[src/hw/rtl/rmst_pkg.sv]
// Shared types and constants for the range-minimum sparse table core.
`timescale 1ns / 1ps

package rmst_pkg;

    localparam int VALUE_W     = 32;
    localparam int INDEX_W     = 10;
    localparam int LEN_W       = INDEX_W + 1;
    localparam int TOP_W       = 4;
    localparam int IN_TDATA_W  = 56;
    localparam int OUT_TDATA_W = 32;

    localparam logic KIND_LOAD  = 1'b0;
    localparam logic KIND_QUERY = 1'b1;

    typedef enum logic [2:0] {
        S_IDLE,
        S_LOAD,
        S_Q_LEVEL,
        S_Q_RD0,
        S_Q_RD1,
        S_Q_MIN,
        S_EMIT
    } rmst_state_t;

    typedef struct packed {
        logic wr_en;
        logic rd_en;
    } rmst_mem_ctl_t;

endpackage

[src/hw/rtl/rmst_min_unit.sv]
// Shared signed minimum unit used by both the fill and the query sequences.
`timescale 1ns / 1ps

module rmst_min_unit
    import rmst_pkg::*;
(
    input  logic [VALUE_W-1:0] a,
    input  logic [VALUE_W-1:0] b,
    output logic [VALUE_W-1:0] y
);

    assign y = ($signed(a) <= $signed(b)) ? a : b;

endmodule

[config.mk]
export PLATFORM = sky130hd
export DESIGN_NAME = rmst_min_unit
export DESIGN_NICKNAME = d
export VERILOG_FILES = /design/src/hw/rtl/rmst_pkg.sv /design/src/hw/rtl/rmst_min_unit.sv
export SDC_FILE = /design/constraint.sdc
export NUM_CORES = 1
export LEC_CHECK = 0
export BUFFER_PORTS_ARGS = -buffer_cell sky130_fd_sc_hd__buf_4
export CAP_MARGIN = 20
export CORE_ASPECT_RATIO = 0.8
export CORE_MARGIN = 2
export CORE_UTILIZATION = 44
export DETAILED_ROUTE_END_ITERATION = 10
export MAX_ROUTING_LAYER = met4
export PLACE_DENSITY = 0.81
export RECOVER_POWER = 100
export SYNTH_ARGS = -nofsm -noshare
export SYNTH_HDL_FRONTEND = slang
export SYNTH_SLANG_ARGS = --single-unit
[constraint.sdc]
create_clock -name vclk -period 3.6
set_input_delay 0 -clock vclk [all_inputs]
set_output_delay 0 -clock vclk [all_outputs]
set_load 0.05 [all_outputs]
==> impl_metrics.yaml, run 1 <==
place:
  hpwl_mm: 5.03
  port-buffer-count: 96
  dpl_cell_area_um2: 3060
  place.gp.congestion: 0.798
  place_ws_ps: 877
  placed_cells: 474
final_layout:
  diodes: 0
  area_delta_synth_final_pct: 27.8
  final_cells: 474
  multi_input_area_um2: 1970
  postLayoutCellArea_um2: 3010
  drive_gt1_frac: 0.318
  fillers: 508
  fin_nets: 510
  seq_cell_count: 0
  seqCellArea_um2: 0
  clock_buffers: 0
  fin_util: 0.592
synthesis:
  syn_inst: 340
  synth_fp_nets: 436
  synth.avg_cell_area_um2: 6.93
  yosysTopAreaCellShare: 0.178
  ys_types: 31
  synth_seq_area_share: 0
  netlist_area_um2: 2360
  yosys_warnings: 0
  yosys.area.top_type: "a311oi_2"
  synthTopCellsByArea: "a311oi_2 18%, ha_1 17%, o22a_1 12%, inv_1 10%, o22ai_1 8.5%"
detailed_routing:
  vias: 2771
  drtPass1Iterations: 8
  ant_nets: 0
  viasPerCell: 5.85
  drc: 6
  wire_per_inst_um: 14.0
  routed_wl_mm: 6.65
  initialDrtViolationCount: 156
floorplan:
  dieWidth_um: 85.8
  initial_core_util: 0.463
  core_area_um2: 5090
  die_area_um2: 5960
  die_h_um: 69.5
  io_pins: 96
  row_count: 23
worst_setup_path:
  cp-end-kind: "primary output"
  critPathMaxFanout: 46
  cp-start-kind: "input pin"
  crit_arrival_ps: 3040
  critPathKind: "in2out"
  crit_required_ps: 3600
power:
  peakVddDrop_uv: 131
  cellPowerDensity_nw_per_um2: 263
  p_total_mw: 0.793
  p_leak_nw: 1.47
run:
  max-cap-violations: 0
sta:
  timing.fmax_ghz: 0.329
  min_period_ps: 3040
  relSlewSlack: 0.302
  worst_slack_ps: 564
  slew_viol_final: 0
  setup_tns_ps: 0
  worstMarginPinSlew_ps: 1050
  rsz0062_at_grt: "no"
  holdWs_ps: 438
  period_share: 0.843
  finalSetupViolCount: 0
  hold_viol: 0
clocking:
  cts_setup_buffers: 0
  cts_resized: 0
  cts_hold_buf: 0
global_route:
  grt_max_degree: 97
  grt_antenna_before_repair: 0
  first_global_vias: 2550
  globalRouteOverflowTotal: 0
  track_usage: 0.218
  grt_pass1_wl_mm: 11.2
min_path:
  hold_class: "in2out"
outcome:
  violations: "DRC"
  status: "finished, violations left"
-- cells by family after synthesis --
family	share of synthesized area
buf+inv	0.174
fa+ha+maj	0.170
compound gates	0.459
simple gates	0.198
-- final cells by class --
class              count  share of cell area
multi-input cells    245               0.653
repair buffers       103               0.241
well taps             62              0.0257
inverters             64              0.0797
-- metal layers --
layer,share of wire,global-route usage,vias up,routed length [µm]
li1,-,-,1427,-
met1,0.49,0.308,1271,3230
met2,0.47,0.365,71,3110
met3,0.044,0.00595,2,290
met4,0.0018,0.0141,0,12
met5,0,-,-,0
-- worst max-delay path, cell delays in order --
cell and delay (ps):
buf_4 130, ha_1 300, nand4_1 200, nor4_2 500, nand3_1 610, buf_4 490
nand3_1 140, o22ai_1 100, a311oi_2 240, clkbuf_2 320
-- synthesized netlist by cell type (4+ instances only) --
cell and n:
ha_1 32, o22a_1 32, buf_4 4, a21oi_1 13, buf_6 4, a311oi_2 28
nor2_1 33, buf_2 6, inv_1 64, a311oi_1 4, nand3_1 36, clkbuf_1 17
nand4_1 7, nand2_1 8, o22ai_1 32
-- layout by cell type, fill, tap and decap left out, drive strengths merged --
master,synthesis,routed
clkbuf,17,15
nand2,8,8
a21bo,1,1
o211ai,2,2
nor2b,1,1
nand4,8,8
nand3,36,36
nand2b,1,1
a311oi,32,32
nor4,1,1
o22a,32,32
ha,32,32
nor2,33,33
a21oi,13,13
a221oi,2,2
and4,1,1
and3,1,1
inv,64,64
o22ai,32,32
a21boi,1,1
o21ai,4,4
buf,14,88
nor3,3,3
nand3b,1,1
-- report_power, final --
group          switching (mW)  internal [mW]
sequential                  0              0
combinational           0.516          0.277
clock                       0              0
total                   0.516          0.277
-- final timing paths --
| check | from | end | slack [ps] | depth (start not counted) |
|---|---|---|---|---|
| worst min-delay path | a[30] | y[30] | 440 | 4 |
| worst max-delay path | a[26] | y[9] | 560 | 10 |
Note: power is estimated with default switching activity, not from simulation.
==> run 2: changes to the inputs <==
--- a/config.mk
+++ b/config.mk
@@ -12,7 +12,7 @@
 export CORE_UTILIZATION = 44
 export DETAILED_ROUTE_END_ITERATION = 10
 export MAX_ROUTING_LAYER = met4
-export PLACE_DENSITY = 0.81
+export PLACE_DENSITY = 0.84
 export RECOVER_POWER = 100
 export SYNTH_ARGS = -nofsm -noshare
 export SYNTH_HDL_FRONTEND = slang
==> constraint.sdc (replaced) <==
create_clock -name vclk -period 2.48
set_input_delay 0 -clock vclk [all_inputs]
set_output_delay 0 -clock vclk [all_outputs]
set_load 0.05 [all_outputs]
==> run 2 against run 1 <==
The run still ends with DRC left. Global-route usage up 1.6 points. Worst setup slack worse by 440 ps. Total power up 51%. First-iteration DRC count up 12%. Core utilization up 2.2 points. Critical path depth up 1. Non-clock buffer count up 4. Via count up 3.9%. Highest routed layer unchanged. Cell count up 0.84%. Final area up 3.8%. Combinational power up 51%. Flip-flop and latch count unchanged.
==> impl_metrics.yaml, run 2 (synthesized netlist as in run 1, its figures left out) <==
global_route:
  grt_antenna_before_repair: 0
  grt_pass1_wl_mm: 12.0
  grt_max_degree: 52
  globalRouteOverflowTotal: 0
  first_global_vias: 2754
  track_usage: 0.234
sta:
  setup_tns_ps: 0
  min_period_ps: 2360
  relSlewSlack: 0.620
  rsz0062_at_grt: "no"
  finalSetupViolCount: 0
  hold_viol: 0
  timing.fmax_ghz: 0.424
  worstMarginPinSlew_ps: 570
  slew_viol_final: 0
  worst_slack_ps: 124
  period_share: 0.950
detailed_routing:
  ant_nets: 0
  drtPass1Iterations: 10
  initialDrtViolationCount: 175
  routed_wl_mm: 7.04
  drc: 7
  vias: 2880
  wire_per_inst_um: 14.7
  viasPerCell: 6.03
floorplan:
  io_pins: 96
  initial_core_util: 0.463
  row_count: 23
  die_area_um2: 5960
  dieWidth_um: 85.8
  core_area_um2: 5090
  die_h_um: 69.5
power:
  p_leak_nw: 1.53
  peakVddDrop_uv: 191
  cellPowerDensity_nw_per_um2: 384
final_layout:
  final_cells: 478
  multi_input_area_um2: 2000
  seq_cell_count: 0
  fillers: 453
  fin_nets: 514
  clock_buffers: 0
  drive_gt1_frac: 0.353
  final_cell_mix: "83 x buf_4, 64 x inv_1, 35 x nand3_1"
  seqCellArea_um2: 0
  diodes: 0
  area_delta_synth_final_pct: 32.6
  layout_commonest_cell: "buf_4"
min_path:
  hold_class: "in2out"
  hold_start: "a[19]"
  hold_path_depth: 4
worst_setup_path:
  crit_path_start: "a[19]"
  critPathMaxFanout: 34
  cp-end-kind: "primary output"
  cp-start-kind: "input pin"
  crit_required_ps: 2480
  crit_arrival_ps: 2360
  critPathKind: "in2out"
run:
  max-cap-violations: 0
outcome:
  status: "finished, violations left"
  violations: "DRC"
clocking:
  cts_resized: 0
  cts_setup_buffers: 0
  cts_hold_buf: 0
place:
  port-buffer-count: 96
  placed_cells: 478
  hpwl_mm: 5.44
  place.gp.congestion: 0.832
  place_ws_ps: 153
[run 2: cell count changes in the layout (fill, tap and decap cells not counted), sizes merged]
| cell | delta |
|---|---|
| buf | +4 |
[run 2: layer usage]
metal  share of wire  track usage  vias to the layer above
li1                -            -                     1435
met4          0.0055       0.0229                        0
met1            0.45        0.301                     1360
met3           0.043      0.00952                        6
met2            0.50        0.420                       79
met5               0            -                        -
[run 2: layout make-up]
type / instances / area share
timing repair buffer: 107 / 0.259
inverter: 64 / 0.0768
multi-input combinational: 245 / 0.639
tap: 62 / 0.0248
[run 2: worst max-delay path, cell delays in order]
cell,delay (ps)
buf_4,120
ha_1,320
a21oi_1,150
o21ai_1,110
a221oi_2,290
and3_1,220
a21boi_4,250
buf_12,240
o22ai_1,140
a311oi_2,250
buf_4,250
[run 2: path summary, 6_finish.rpt]
kind,endpoint
worst min-delay path,y[19]
worst max-delay path,y[15]
[run 2: through the flow]
step	power, mW	hold WS (ps)	util	instance area (µm²)
floorplan	0.873	321	-	2380
global placement	1.19	445	0.617	3140
detailed placement	1.21	447	0.617	3140
CTS	1.22	448	0.617	3140
global route	1.28	465	0.614	3130
finish	1.20	449	0.614	3130
[run 2: power by group]
group          leakage [nW]  total (mW)  switching (mW)  internal (mW)
Sequential                0           0               0              0
Clock                     0           0               0              0
Combinational          1.53        1.20           0.762          0.437
==> run 3: changes to the inputs <==
--- a/config.mk
+++ b/config.mk
@@ -9,10 +9,10 @@
 export CAP_MARGIN = 20
 export CORE_ASPECT_RATIO = 0.8
 export CORE_MARGIN = 2
-export CORE_UTILIZATION = 44
+export CORE_UTILIZATION = 47
 export DETAILED_ROUTE_END_ITERATION = 10
 export MAX_ROUTING_LAYER = met4
-export PLACE_DENSITY = 0.84
+export PLACE_DENSITY = 0.88
 export RECOVER_POWER = 100
 export SYNTH_ARGS = -nofsm -noshare
 export SYNTH_HDL_FRONTEND = slang
==> run 3 against run 2 <==
The flow now finishes without violations. Core utilization grew 3.7 points. Routed wire length increased by 1.2%. Combinational power hardly changed. Sequential share of layout area unchanged. Worst hold slack got worse by 5.2 ps. Non-clock buffer count grew 3. Maximum frequency decreased by 1.0%. Total power rose by 2.4%. Cell count up 0.63%. Critical endpoint is now y[26]. Largest cell class unchanged. Largest power group unchanged. Highest routed layer unchanged.
==> impl_metrics.yaml, run 3 (synthesized netlist as in run 1, its figures left out) <==
worst_setup_path:
  crit_arrival_ps: 2380
  cp-start-kind: "input pin"
  crit_path_max_incr_delay_ps: 320
  crit_required_ps: 2480
  cp-end-kind: "primary output"
  critPathKind: "in2out"
  cp_cell_sequence: "buf_4, ha_1, a21oi_1, o21ai_1, a221oi_2, and3_4, a21boi_4, buf_12, o22ai_1, a311oi_2, clkbuf_4"
  critPathMaxFanout: 19
  crit_slowest_cell: "a221oi_2"
  crit_family: "compound AO/OA/AOI/OAI gates"
  critPathBufInv: 3
global_route:
  first_global_vias: 2571
  grt_antenna_before_repair: 0
  grt_max_degree: 61
  grt_pass1_wl_mm: 11.2
  track_usage: 0.235
  globalRouteOverflowTotal: 0
final_layout:
  layout_commonest_cell: "buf_4"
  diodes: 0
  fillers: 430
  clock_buffers: 0
  postLayoutCellArea_um2: 3200
  seq_cell_count: 0
  drive_gt1_frac: 0.363
  area_delta_synth_final_pct: 35.8
  seqCellArea_um2: 0
  fin_nets: 517
  fin_util: 0.650
  final_cell_mix: "75 x buf_4, 64 x inv_1, 35 x nand3_1"
min_path:
  hold_class: "in2out"
  hold_path_depth: 4
  hold_start: "a[8]"
  hold_end: "y[8]"
floorplan:
  dieWidth_um: 83.2
  initial_core_util: 0.479
  io_pins: 96
  row_count: 23
  core_area_um2: 4920
  die_h_um: 67.3
  die_area_um2: 5600
sta:
  min_period_ps: 2380
  hold_viol: 0
  slew_viol_final: 0
  setup_tns_ps: 0
  worstMarginPinSlew_ps: 678
  finalSetupViolCount: 0
  worst_slack_ps: 100
  period_share: 0.960
  rsz0062_at_grt: "no"
  relSlewSlack: 0.548
  timing.fmax_ghz: 0.420
detailed_routing:
  viasPerCell: 6.01
  drc: 0
  wire_per_inst_um: 14.8
  initialDrtViolationCount: 160
  vias: 2890
  drtPass1Iterations: 4
  routed_wl_mm: 7.12
  ant_nets: 0
place:
  dpl_cell_area_um2: 3160
  port-buffer-count: 96
  place.gp.congestion: 0.782
  hpwl_mm: 5.15
  place_ws_ps: 84.6
power:
  p_leak_nw: 1.56
  p_total_mw: 1.23
  cellPowerDensity_nw_per_um2: 384
  peakVddDrop_uv: 264
run:
  max-cap-violations: 0
outcome:
  status: "complete, no violations"
clocking:
  cts_hold_buf: 0
## run 3: cell types whose count changed in the layout (fill, tap and decap cells not counted), sizes merged
cell and delta:
clkbuf +2, buf +1
## run 3: worst max-delay path by stage
| stage | cells after the start | slack [ps] | end | from |
|---|---|---|---|---|
| finish | 11 | 100 | y[26] | a[17] |
| global route | 12 | 6 | y[30] | b[30] |
| detailed placement | 11 | 80 | y[30] | a[19] |
| floorplan | 13 | 80 | y[10] | b[31] |
| global placement | 11 | 130 | y[30] | a[17] |
| CTS | 11 | 80 | y[30] | a[17] |
## run 3: power by group
part           switching, mW  internal (mW)
Combinational          0.771          0.457
Sequential                 0              0
Clock                      0              0
## run 3: cell type report
class | instances | area, µm² | area share
repair buffers | 110 | 875 | 0.273
inverters | 64 | 240 | 0.0751
well taps | 62 | 77.6 | 0.0242
multi-input cells | 245 | 2010 | 0.627
## run 3: through the flow
| step | std cells | hold WS, ps |
|---|---|---|
| after floorplan | 340 | 321 |
| after global placement | 477 | 442 |
| after detailed placement | 477 | 450 |
| after CTS | 477 | 451 |
| after global routing | 481 | 480 |
| final | 481 | 444 |
## run 3: per-layer routing
layer  up-vias  global-route usage  wire length [µm]
met3         4              0.0147               361
met4         0              0.0307                47
met5         -                   -                 0
li1       1443                   -                 -
met1      1345               0.293              3170
met2        98               0.436              3550
## run 3: what timing repair did
action	4_1_cts	5_1_grt
resized for setup	0	6
endpoints found under the setup margin	0	22
buffers inserted	0	2
endpoints found under the hold margin	0	0
